===== config.mk =====
export PLATFORM = sky130hd
export DESIGN_NAME = lin_frame_receiver_unit
export DESIGN_NICKNAME = d
export VERILOG_FILES = /design/src/sv/lfr_pkg.sv /design/src/sv/lfr_frame_engine.sv /design/src/sv/lfr_result_seq.sv /design/src/sv/lin_frame_receiver_unit.sv
export SDC_FILE = /design/constraint.sdc
export NUM_CORES = 1
export LEC_CHECK = 0
export BUFFER_PORTS_ARGS = -buffer_cell sky130_fd_sc_hd__buf_4
export CORE_UTILIZATION = 45
export DETAILED_ROUTE_END_ITERATION = 10
export SLEW_MARGIN = 0
export SYNTH_ARGS = -nofsm -noshare
export SYNTH_HDL_FRONTEND = slang
export SYNTH_SLANG_ARGS = --single-unit

===== constraint.sdc =====
create_clock -name clk -period 5.92 [get_ports clk]
set_clock_uncertainty 0.05 [all_clocks]
set_input_delay 0.888 -clock clk [delete_from_list [all_inputs] [get_ports clk]]
set_output_delay 0.888 -clock clk [all_outputs]
set_load 0.005 [all_outputs]

===== src/sv/lfr_pkg.sv =====
// lfr_pkg: shared types, codes and helpers of the lin frame receiver
// used by lfr_frame_engine, lfr_result_seq and lin_frame_receiver_unit
`default_nettype none

package lfr_pkg;

  localparam int DEF_MAX_DATA_BYTES = 8;
  localparam logic [7:0] DEF_SYNC_MISS_LIMIT = 8'd100;
  localparam logic DEF_ENHANCED_CHECKSUM = 1'b0;
  localparam logic [7:0] SYNC_BYTE = 8'h55;
  // raw data sum plus identifier never exceeds 12 bits for up to eight bytes
  localparam int SUM_W = 12;

  // input actions
  localparam logic [1:0] ACT_BREAK = 2'd0;
  localparam logic [1:0] ACT_BYTE = 2'd1;
  localparam logic [1:0] ACT_TIMEOUT = 2'd2;
  localparam logic [1:0] ACT_HEADER = 2'd3;

  // result status codes
  localparam logic [2:0] ST_OK = 3'd0;
  localparam logic [2:0] ST_NODATA = 3'd1;
  localparam logic [2:0] ST_CHKSUM = 3'd2;
  localparam logic [2:0] ST_PARITY = 3'd3;
  localparam logic [2:0] ST_SYNC = 3'd4;

  // configuration register indexes
  localparam logic CFG_ENHANCED = 1'b0;
  localparam logic CFG_MISS_LIMIT = 1'b1;

  typedef enum logic [3:0] {
    PH_IDLE = 4'b0001,
    PH_SYNC = 4'b0010,
    PH_PID  = 4'b0100,
    PH_RESP = 4'b1000
  } phase_t;

  typedef struct packed {
    logic [1:0] action;
    logic [7:0] rx_byte;
    logic [3:0] frame_length;
    logic [5:0] request_id;
  } in_item_t;

  typedef struct packed {
    logic [5:0] msg_id;
    logic [7:0] data_byte;
    logic [2:0] byte_index;
    logic [3:0] data_count;
    logic [7:0] received_checksum;
    logic [2:0] status;
    logic       last;
  } out_item_t;

  typedef struct packed {
    logic       enhanced_checksum;
    logic [7:0] sync_miss_limit;
  } cfg_t;

  // one frame outcome handed to the result sequencer
  typedef struct packed {
    logic [2:0] status;
    logic [5:0] msg_id;
    logic [3:0] data_count;
    logic [7:0] received_checksum;
  } job_t;

  function automatic logic [7:0] with_parity(logic [5:0] id);
    logic p0;
    logic p1;
    p0 = id[0] ^ id[1] ^ id[2] ^ id[4];
    p1 = ~(id[1] ^ id[3] ^ id[4] ^ id[5]);
    return {p1, p0, id};
  endfunction

  // end-around-carry fold down to one byte
  function automatic logic [7:0] fold_sum(logic [SUM_W-1:0] s);
    logic [8:0] f1;
    logic [8:0] f2;
    f1 = {1'b0, s[7:0]} + {5'b0, s[SUM_W-1:8]};
    f2 = {1'b0, f1[7:0]} + {8'b0, f1[8]};
    return f2[7:0];
  endfunction

endpackage

`default_nettype wire


===== src/sv/lfr_frame_engine.sv =====
// lfr_frame_engine: input register, frame state machine, byte store and checksum
// depends on lfr_pkg
`default_nettype none

module lfr_frame_engine #(
  parameter int MAX_DATA_BYTES = lfr_pkg::DEF_MAX_DATA_BYTES
) (
  input  wire logic                            clk,
  input  wire logic                            rst_n,
  input  wire logic                            in_valid,
  output logic                                 in_stall,
  input  wire lfr_pkg::in_item_t               in_data,
  input  wire lfr_pkg::cfg_t                   cfg,
  output logic                                 job_valid,
  input  wire logic                            job_ready,
  output lfr_pkg::job_t                        job,
  output logic [MAX_DATA_BYTES-1:0][7:0]       job_data
);

  localparam int IDX_W = (MAX_DATA_BYTES > 1) ? $clog2(MAX_DATA_BYTES) : 1;
  localparam logic [3:0] MAX_CNT = 4'(MAX_DATA_BYTES);

  logic              in_valid_r;
  lfr_pkg::in_item_t in_r;

  lfr_pkg::phase_t phase_r, phase_nxt;
  logic [7:0]  pid_r, pid_nxt;
  logic [3:0]  exp_r, exp_nxt;
  logic [3:0]  rc_r, rc_nxt;
  logic [7:0]  newest_r, newest_nxt;
  logic [7:0]  miss_r, miss_nxt;
  logic [lfr_pkg::SUM_W-1:0] sum_all_r, sum_all_nxt;
  logic [lfr_pkg::SUM_W-1:0] sum_prev_r, sum_prev_nxt;
  logic [MAX_DATA_BYTES-1:0][7:0] store_r;

  logic          store_we;
  logic          job_fire;
  logic          advance;
  lfr_pkg::job_t job_nxt;
  logic [3:0]    len_clamped;

  logic          is_to;
  logic          fin_small;
  logic [3:0]    fin_len;
  logic [7:0]    fin_chk;
  logic [lfr_pkg::SUM_W-1:0] fin_raw;
  logic [lfr_pkg::SUM_W-1:0] fin_total;
  logic          fin_good;
  lfr_pkg::job_t fin_job;

  assign advance  = in_valid_r && (!job_fire || job_ready);
  assign in_stall = in_valid_r && !advance;

  assign job_valid = in_valid_r && job_fire;
  assign job       = job_nxt;
  assign job_data  = store_r;

  assign len_clamped = (in_r.frame_length > MAX_CNT) ? MAX_CNT : in_r.frame_length;

  // response check, for a timeout or for a byte past the expected data
  always_comb begin
    is_to     = (in_r.action == lfr_pkg::ACT_TIMEOUT);
    fin_small = is_to ? (rc_r < 4'd2) : (rc_r == 4'd0);
    fin_len   = is_to ? (rc_r - 4'd1) : rc_r;
    fin_chk   = is_to ? newest_r : in_r.rx_byte;
    fin_raw   = is_to ? sum_prev_r : sum_all_r;
    fin_total = fin_raw + (cfg.enhanced_checksum ? lfr_pkg::SUM_W'(pid_r)
                                                 : lfr_pkg::SUM_W'(0));
    fin_good  = (~lfr_pkg::fold_sum(fin_total) == fin_chk);
    fin_job   = '0;
    fin_job.msg_id = pid_r[5:0];
    if (fin_small) begin
      fin_job.status = lfr_pkg::ST_NODATA;
    end else begin
      fin_job.status            = fin_good ? lfr_pkg::ST_OK : lfr_pkg::ST_CHKSUM;
      fin_job.data_count        = fin_len;
      fin_job.received_checksum = fin_chk;
    end
  end

  always_comb begin
    phase_nxt    = phase_r;
    pid_nxt      = pid_r;
    exp_nxt      = exp_r;
    rc_nxt       = rc_r;
    newest_nxt   = newest_r;
    miss_nxt     = miss_r;
    sum_all_nxt  = sum_all_r;
    sum_prev_nxt = sum_prev_r;
    store_we     = 1'b0;
    job_fire     = 1'b0;
    job_nxt      = '0;
    if (in_r.action == lfr_pkg::ACT_BREAK) begin
      exp_nxt   = len_clamped;
      phase_nxt = lfr_pkg::PH_SYNC;
      miss_nxt  = 8'd0;
      rc_nxt    = 4'd0;
    end else if (in_r.action == lfr_pkg::ACT_HEADER) begin
      exp_nxt      = len_clamped;
      pid_nxt      = lfr_pkg::with_parity(in_r.request_id);
      phase_nxt    = lfr_pkg::PH_RESP;
      rc_nxt       = 4'd0;
      sum_all_nxt  = '0;
      sum_prev_nxt = '0;
    end else begin
      unique case (phase_r)
        lfr_pkg::PH_SYNC: begin
          if (in_r.action == lfr_pkg::ACT_BYTE) begin
            if (in_r.rx_byte == lfr_pkg::SYNC_BYTE) begin
              phase_nxt = lfr_pkg::PH_PID;
            end
          end else if (miss_r >= cfg.sync_miss_limit) begin
            phase_nxt      = lfr_pkg::PH_IDLE;
            job_fire       = 1'b1;
            job_nxt.status = lfr_pkg::ST_SYNC;
          end else begin
            miss_nxt = miss_r + 8'd1;
          end
        end
        lfr_pkg::PH_PID: begin
          if (in_r.action == lfr_pkg::ACT_TIMEOUT) begin
            phase_nxt      = lfr_pkg::PH_IDLE;
            job_fire       = 1'b1;
            job_nxt.status = lfr_pkg::ST_PARITY;
          end else if (lfr_pkg::with_parity(in_r.rx_byte[5:0]) != in_r.rx_byte) begin
            phase_nxt      = lfr_pkg::PH_IDLE;
            job_fire       = 1'b1;
            job_nxt.status = lfr_pkg::ST_PARITY;
            job_nxt.msg_id = in_r.rx_byte[5:0];
          end else begin
            pid_nxt      = in_r.rx_byte;
            rc_nxt       = 4'd0;
            sum_all_nxt  = '0;
            sum_prev_nxt = '0;
            phase_nxt    = lfr_pkg::PH_RESP;
          end
        end
        lfr_pkg::PH_RESP: begin
          if (in_r.action == lfr_pkg::ACT_BYTE) begin
            newest_nxt = in_r.rx_byte;
          end
          if (in_r.action == lfr_pkg::ACT_BYTE && rc_r < exp_r && rc_r < MAX_CNT) begin
            store_we     = 1'b1;
            rc_nxt       = rc_r + 4'd1;
            sum_prev_nxt = sum_all_r;
            sum_all_nxt  = sum_all_r + lfr_pkg::SUM_W'(in_r.rx_byte);
          end else begin
            phase_nxt = lfr_pkg::PH_IDLE;
            job_fire  = 1'b1;
            job_nxt   = fin_job;
          end
        end
        default: begin
          // idle: bytes and timeouts are ignored
        end
      endcase
    end
  end

  always_ff @(posedge clk) begin
    if (!rst_n) begin
      in_valid_r <= 1'b0;
      phase_r    <= lfr_pkg::PH_IDLE;
      pid_r      <= 8'd0;
      exp_r      <= 4'd0;
      rc_r       <= 4'd0;
      newest_r   <= 8'd0;
      miss_r     <= 8'd0;
      sum_all_r  <= '0;
      sum_prev_r <= '0;
    end else begin
      if (!in_stall) begin
        in_valid_r <= in_valid;
      end
      if (advance) begin
        phase_r    <= phase_nxt;
        pid_r      <= pid_nxt;
        exp_r      <= exp_nxt;
        rc_r       <= rc_nxt;
        newest_r   <= newest_nxt;
        miss_r     <= miss_nxt;
        sum_all_r  <= sum_all_nxt;
        sum_prev_r <= sum_prev_nxt;
      end
    end
  end

  always_ff @(posedge clk) begin
    if (in_valid && !in_stall) begin
      in_r <= in_data;
    end
    if (advance && store_we) begin
      store_r[rc_r[IDX_W-1:0]] <= in_r.rx_byte;
    end
  end

`ifndef SYNTHESIS
  a_count_bound: assert property (@(posedge clk) disable iff (!rst_n)
    rc_r <= exp_r && rc_r <= MAX_CNT)
    else $error("received count beyond expected length");

  a_held_item: assert property (@(posedge clk) disable iff (!rst_n)
    in_valid_r && !advance |=> in_valid_r && $stable(in_r))
    else $error("blocked transaction lost from input register");

  a_job_blocks: assert property (@(posedge clk) disable iff (!rst_n)
    job_valid && !job_ready |-> in_stall)
    else $error("frame outcome dropped while result slot busy");
`endif

endmodule

`default_nettype wire


===== src/sv/lfr_result_seq.sv =====
// lfr_result_seq: holds one frame outcome and plays it out one result per cycle unless stalled
// depends on lfr_pkg
`default_nettype none

module lfr_result_seq #(
  parameter int MAX_DATA_BYTES = lfr_pkg::DEF_MAX_DATA_BYTES
) (
  input  wire logic                            clk,
  input  wire logic                            rst_n,
  input  wire logic                            job_valid,
  output logic                                 job_ready,
  input  wire lfr_pkg::job_t                   job,
  input  wire logic [MAX_DATA_BYTES-1:0][7:0]  job_data,
  output logic                                 out_valid,
  input  wire logic                            out_stall,
  output lfr_pkg::out_item_t                   out_data
);

  localparam int IDX_W = (MAX_DATA_BYTES > 1) ? $clog2(MAX_DATA_BYTES) : 1;

  logic                           job_valid_r;
  lfr_pkg::job_t                  job_r;
  logic [MAX_DATA_BYTES-1:0][7:0] data_r;
  logic [2:0]                     idx_r;
  logic                           out_valid_r;
  lfr_pkg::out_item_t             out_r;

  logic               out_free;
  logic               load;
  logic               is_ok;
  logic               job_last;
  lfr_pkg::out_item_t item_nxt;

  assign out_free  = !out_valid_r || !out_stall;
  assign load      = job_valid_r && out_free;
  assign is_ok     = (job_r.status == lfr_pkg::ST_OK);
  assign job_last  = !is_ok || ({1'b0, idx_r} == job_r.data_count - 4'd1);
  assign job_ready = !job_valid_r || (load && job_last);

  assign out_valid = out_valid_r;
  assign out_data  = out_r;

  always_comb begin
    item_nxt                   = '0;
    item_nxt.msg_id            = job_r.msg_id;
    item_nxt.data_byte         = is_ok ? data_r[idx_r[IDX_W-1:0]] : 8'd0;
    item_nxt.byte_index        = idx_r;
    item_nxt.data_count        = job_r.data_count;
    item_nxt.received_checksum = job_r.received_checksum;
    item_nxt.status            = job_r.status;
    item_nxt.last              = job_last;
  end

  always_ff @(posedge clk) begin
    if (!rst_n) begin
      job_valid_r <= 1'b0;
      out_valid_r <= 1'b0;
      idx_r       <= 3'd0;
    end else begin
      if (job_ready) begin
        job_valid_r <= job_valid;
      end
      if (job_ready && job_valid) begin
        idx_r <= 3'd0;
      end else if (load) begin
        idx_r <= idx_r + 3'd1;
      end
      if (out_free) begin
        out_valid_r <= job_valid_r;
      end
    end
  end

  always_ff @(posedge clk) begin
    if (job_ready && job_valid) begin
      job_r  <= job;
      data_r <= job_data;
    end
    if (load) begin
      out_r <= item_nxt;
    end
  end

`ifndef SYNTHESIS
  a_burst_continues: assert property (@(posedge clk) disable iff (!rst_n)
    out_valid && !out_stall && !out_data.last |=> out_valid)
    else $error("gap inside a frame's result burst");

  a_index_in_range: assert property (@(posedge clk) disable iff (!rst_n)
    job_valid_r && is_ok |-> {1'b0, idx_r} < job_r.data_count)
    else $error("result index past data count");

  a_status_single: assert property (@(posedge clk) disable iff (!rst_n)
    out_valid && out_data.status != lfr_pkg::ST_OK |-> out_data.last
      && out_data.byte_index == 3'd0 && out_data.data_byte == 8'd0)
    else $error("status result not a lone final result");
`endif

endmodule

`default_nettype wire


===== src/sv/lin_frame_receiver_unit.sv =====
// lin_frame_receiver_unit: top level of the lin frame receiver, holds the config registers
// depends on lfr_pkg, lfr_frame_engine and lfr_result_seq
//
//   channel  direction  handshake             payload
//   in_      input      in_valid / in_stall   lfr_pkg::in_item_t
//   out_     output     out_valid / out_stall lfr_pkg::out_item_t
//   cfg_     input      cfg_we                cfg_index, cfg_wdata
//
// one item per cycle enters the input register unless the input stalls, and is processed from there
// an outcome passes the job register and then the output register; a good frame gives one result
//   per cycle for each data byte unless stalled, so a new frame outcome waits for the previous burst
// the input stalls only when an item would produce results while the result slot is full
// reset (synchronous, active low) returns to idle with config at default values
`default_nettype none

module lin_frame_receiver_unit #(
  parameter int MAX_DATA_BYTES = lfr_pkg::DEF_MAX_DATA_BYTES
) (
  input  wire logic               clk,
  input  wire logic               rst_n,
  input  wire logic               in_valid,
  output logic                    in_stall,
  input  wire lfr_pkg::in_item_t  in_data,
  output logic                    out_valid,
  input  wire logic               out_stall,
  output lfr_pkg::out_item_t      out_data,
  input  wire logic               cfg_we,
  input  wire logic               cfg_index,
  input  wire logic [7:0]         cfg_wdata
);

  lfr_pkg::cfg_t cfg_r;

  logic                           job_valid;
  logic                           job_ready;
  lfr_pkg::job_t                  job;
  logic [MAX_DATA_BYTES-1:0][7:0] job_data;

  always_ff @(posedge clk) begin
    if (!rst_n) begin
      cfg_r.enhanced_checksum <= lfr_pkg::DEF_ENHANCED_CHECKSUM;
      cfg_r.sync_miss_limit   <= lfr_pkg::DEF_SYNC_MISS_LIMIT;
    end else if (cfg_we) begin
      unique case (cfg_index)
        lfr_pkg::CFG_ENHANCED:   cfg_r.enhanced_checksum <= cfg_wdata[0];
        lfr_pkg::CFG_MISS_LIMIT: cfg_r.sync_miss_limit   <= cfg_wdata;
        default: begin
        end
      endcase
    end
  end

  lfr_frame_engine #(
    .MAX_DATA_BYTES(MAX_DATA_BYTES)
  ) u_engine (
    .clk       (clk),
    .rst_n     (rst_n),
    .in_valid  (in_valid),
    .in_stall  (in_stall),
    .in_data   (in_data),
    .cfg       (cfg_r),
    .job_valid (job_valid),
    .job_ready (job_ready),
    .job       (job),
    .job_data  (job_data)
  );

  lfr_result_seq #(
    .MAX_DATA_BYTES(MAX_DATA_BYTES)
  ) u_seq (
    .clk       (clk),
    .rst_n     (rst_n),
    .job_valid (job_valid),
    .job_ready (job_ready),
    .job       (job),
    .job_data  (job_data),
    .out_valid (out_valid),
    .out_stall (out_stall),
    .out_data  (out_data)
  );

endmodule

`default_nettype wire

==> metrics.yaml <==
outcome: "completed"
dp_hpwl_um: 17300
dr.first_iter.drc_count: 429
drt_first_pass_iters: 5
ys_seq_area_share_pct: 61.3
peakVddDrop_v: 0.000275
hold_path.class: "register to register"
cp_common_cell: "ha_1"
grt_overflow: 0
path_max_fanout: 6
period_needed_ns: 5.56
utilization_pct: 53.0
initial_core_util_pct: 45.8
syn-num-nets: 1039
tightest_slew_ns: 1.11
rsz0062_at_grt: "false"
synthCells: 956
synthFlopType: "edfxtp_1"
finalHoldViolations: 0
critPathArrivalTime_ns: 5.90
post-route-cell-area_mm2: 0.0143
criticalPathCategory: "register to register"
drt-wirelength-per-cell_um: 18.1
r2r-start: "u_engine.in_r[18]$_DFFE_PP_"
min_period_over_period_pct: 94.0
core_area_mm2: 0.0270
h-tree-depth: 1
rrSetupSlack_ns: 0.36
rows: 60
grt_pass1_vias: 7178
layout_common_cells: "edfxtp_1, buf_4, dfxtp_1"
antenna_found_initial: 0
setup_viol: 0
cts-root-buf: "clkbuf_16"
cp_slowest_cell: "edfxtp_1"
avgViaCountPerCell: 5.36
cp.required_ns: 6.26
syn_area_per_cell_um2: 12.9
report.final.slew_viol_count: 0
cts.sinks: 277
die_h_um: 168
max_slew_margin_pct: 25.9
fin_nets: 1116
mostFrequentLayoutCell: "edfxtp_1"
n_antenna_cell: 0
grt_pass1_wl_um: 39800
gp_congestion: 0.834
async_reset_ff_share_pct: 0
setup.worst_path.end_class: "register"
wirelength_um: 25400
areaGrowthSynthToFinish_pct: 15.8
pwr_density_cell_mw_per_mm2: 290
min_path_cells: 0
drive_gt1_share_pct: 18.1
die_area_mm2: 0.0281
die_x_um: 168
synth_edf_count: 202
reg2reg_depth: 25
grt_max_degree: 61
ys_types: 75
critPathLaunchType: "register"
min_from: "u_engine.job_data[22]$_DFFE_PP_"
portBuffers: 68
ios: 69
cts_tree: "done"
r2r-end: "u_seq.item_nxt[2]$_SDFFCE_PP0P_"
yosys_warnings: 0
clk_latency_ns: 0.55
ys_ff_latch: 277
ant_nets: 0
setup_tns_ns: 0
clock.fmax_mhz: 180
track_usage_pct: 18.3
clk_transition_reported_paths_ns: 0.06
min_to: "u_seq.data_r[22]$_DFFE_PP_"
power_leakage_nw: 5.10
cp_slowest_stage_delay_ns: 0.39
drc: 0
synth_area_mm2: 0.0123
vias: 7493
placed_area_mm2: 0.0133
cts_max_path_buffers: 3
cts_buffers: 29
cap_violations: 0
[registers in the layout, summed over array words and instances, names as in the netlist, 8 cells and up]
| name | flops |
|---|---|
| u_engine.job_data | 64 |
| u_seq.item_nxt | 21 |
| u_engine.in_r | 20 |
| u_engine.newest_r | 8 |
| cfg_r | 9 |
| u_engine.pid_r | 8 |
| u_engine.sum_all_r | 12 |
| u_seq.out_data | 33 |
| u_engine.miss_r | 8 |
| u_seq.data_r | 64 |
| u_engine.sum_prev_r | 12 |
[area by class of cell]
cell class | instances | area (µm²)
Clock buffer | 37 | 756
Inverter | 34 | 128
Fill cell | 2304 | 12700
Timing Repair Buffer | 90 | 679
Sequential cell | 277 | 7570
Clock inverter | 17 | 216
Tap cell | 341 | 427
Multi-Input combinational cell | 601 | 4520
[report_power, final]
| part | leakage, nW | internal [W] | switching (W) |
|---|---|---|---|
| combinational | 2.21 | 0.0000794 | 0.000112 |
| clock | 0.466 | 0.00112 | 0.000731 |
| sequential | 2.43 | 0.00209 | 0.0000216 |
| total | 5.10 | 0.00329 | 0.000865 |
[worst max-delay path: cells and delay by family, from the launching register on]
family / cells / cell delay, ns
compound gates: 8 / 1.50
xor+xnor: 2 / 0.48
fa+ha+maj: 5 / 1.31
buf+inv: 2 / 0.24
flops: 1 / 0.39
mux: 1 / 0.34
simple gates: 7 / 1.10
[how the worst max path moves through the flow]
| stage | from | to | slack, ns | cells past startpoint |
|---|---|---|---|---|
| 2_1_floorplan | u_engine.in_r[18]$_DFFE_PP_ | u_seq.item_nxt[2]$_SDFFCE_PP0P_ | 0.06 | 28 |
| 3_3_place_gp | u_engine.in_r[18]$_DFFE_PP_ | u_seq.item_nxt[2]$_SDFFCE_PP0P_ | 0.22 | 26 |
| 3_5_place_dp | u_engine.in_r[18]$_DFFE_PP_ | u_seq.item_nxt[2]$_SDFFCE_PP0P_ | 0.13 | 26 |
| 4_1_cts | u_engine.in_r[18]$_DFFE_PP_ | u_seq.item_nxt[2]$_SDFFCE_PP0P_ | 0.10 | 26 |
| 5_1_grt | u_engine.in_r[18]$_DFFE_PP_ | u_seq.item_nxt[2]$_SDFFCE_PP0P_ | 0.01 | 25 |
| 6_report | u_engine.in_r[18]$_DFFE_PP_ | u_seq.item_nxt[2]$_SDFFCE_PP0P_ | 0.36 | 25 |
[metal layers]
layer,global-route usage [%],routed length (µm),vias up
met4,5.42,604,0
met3,2.39,1010,39
li1,-,-,3725
met1,25.0,11500,3575
met5,0,0,-
met2,30.7,12300,154
[cells by family after synthesis]
family                     synth area share, %
AOI/OAI and AO/OA                         8.74
xor gates and xnor gates                  3.93
adders and majority gates                 5.15
buffers and inverters                     2.56
DFF                                       61.3
muxes                                     6.24
and+or+nand+nor                           12.1
[synth_stat cells, types with 8 or more instances]
cell / instances / share of area, %
edfxtp_1: 202 / 49
dfxtp_1: 75 / 12
nand3_1: 69 / 2.8
nor2_1: 67 / 2.0
nand2_1: 55 / 1.7
o21ai_0: 53 / 2.1
ha_1: 46 / 4.7
inv_1: 33 / 1.0
mux2i_1: 32 / 2.6
xnor2_1: 27 / 1.9
clkbuf_1: 26 / 0.79
a21oi_1: 23 / 0.93
xor2_1: 17 / 1.2
mux4_2: 16 / 2.9
and2_1: 12 / 0.61
and3_1: 11 / 0.56
nor2b_1: 11 / 0.56
nor3_1: 11 / 0.45
buf_2: 10 / 0.41
a21boi_0: 9 / 0.55
o21a_1: 9 / 0.55
mux2_2: 8 / 0.73
[stage by stage]
stage                     total power, W  hold WS, ns  worst slack [ns]  cells
final                            0.00415        0.363             0.356   1397
after global routing             0.00430        0.369            0.0105   1397
after CTS                        0.00419        0.366             0.103   1391
after detailed placement         0.00234        0.355             0.134   1337
after global placement           0.00234        0.351             0.221   1337
after floorplan                  0.00227        0.350            0.0614    956
[what timing repair did]
item	in CTS	in global routing
resized for setup	0	10
endpoints found under the setup margin	0	1
buffers inserted	0	6
hold buffers	0	0
Power figures use the tool's default switching activity.
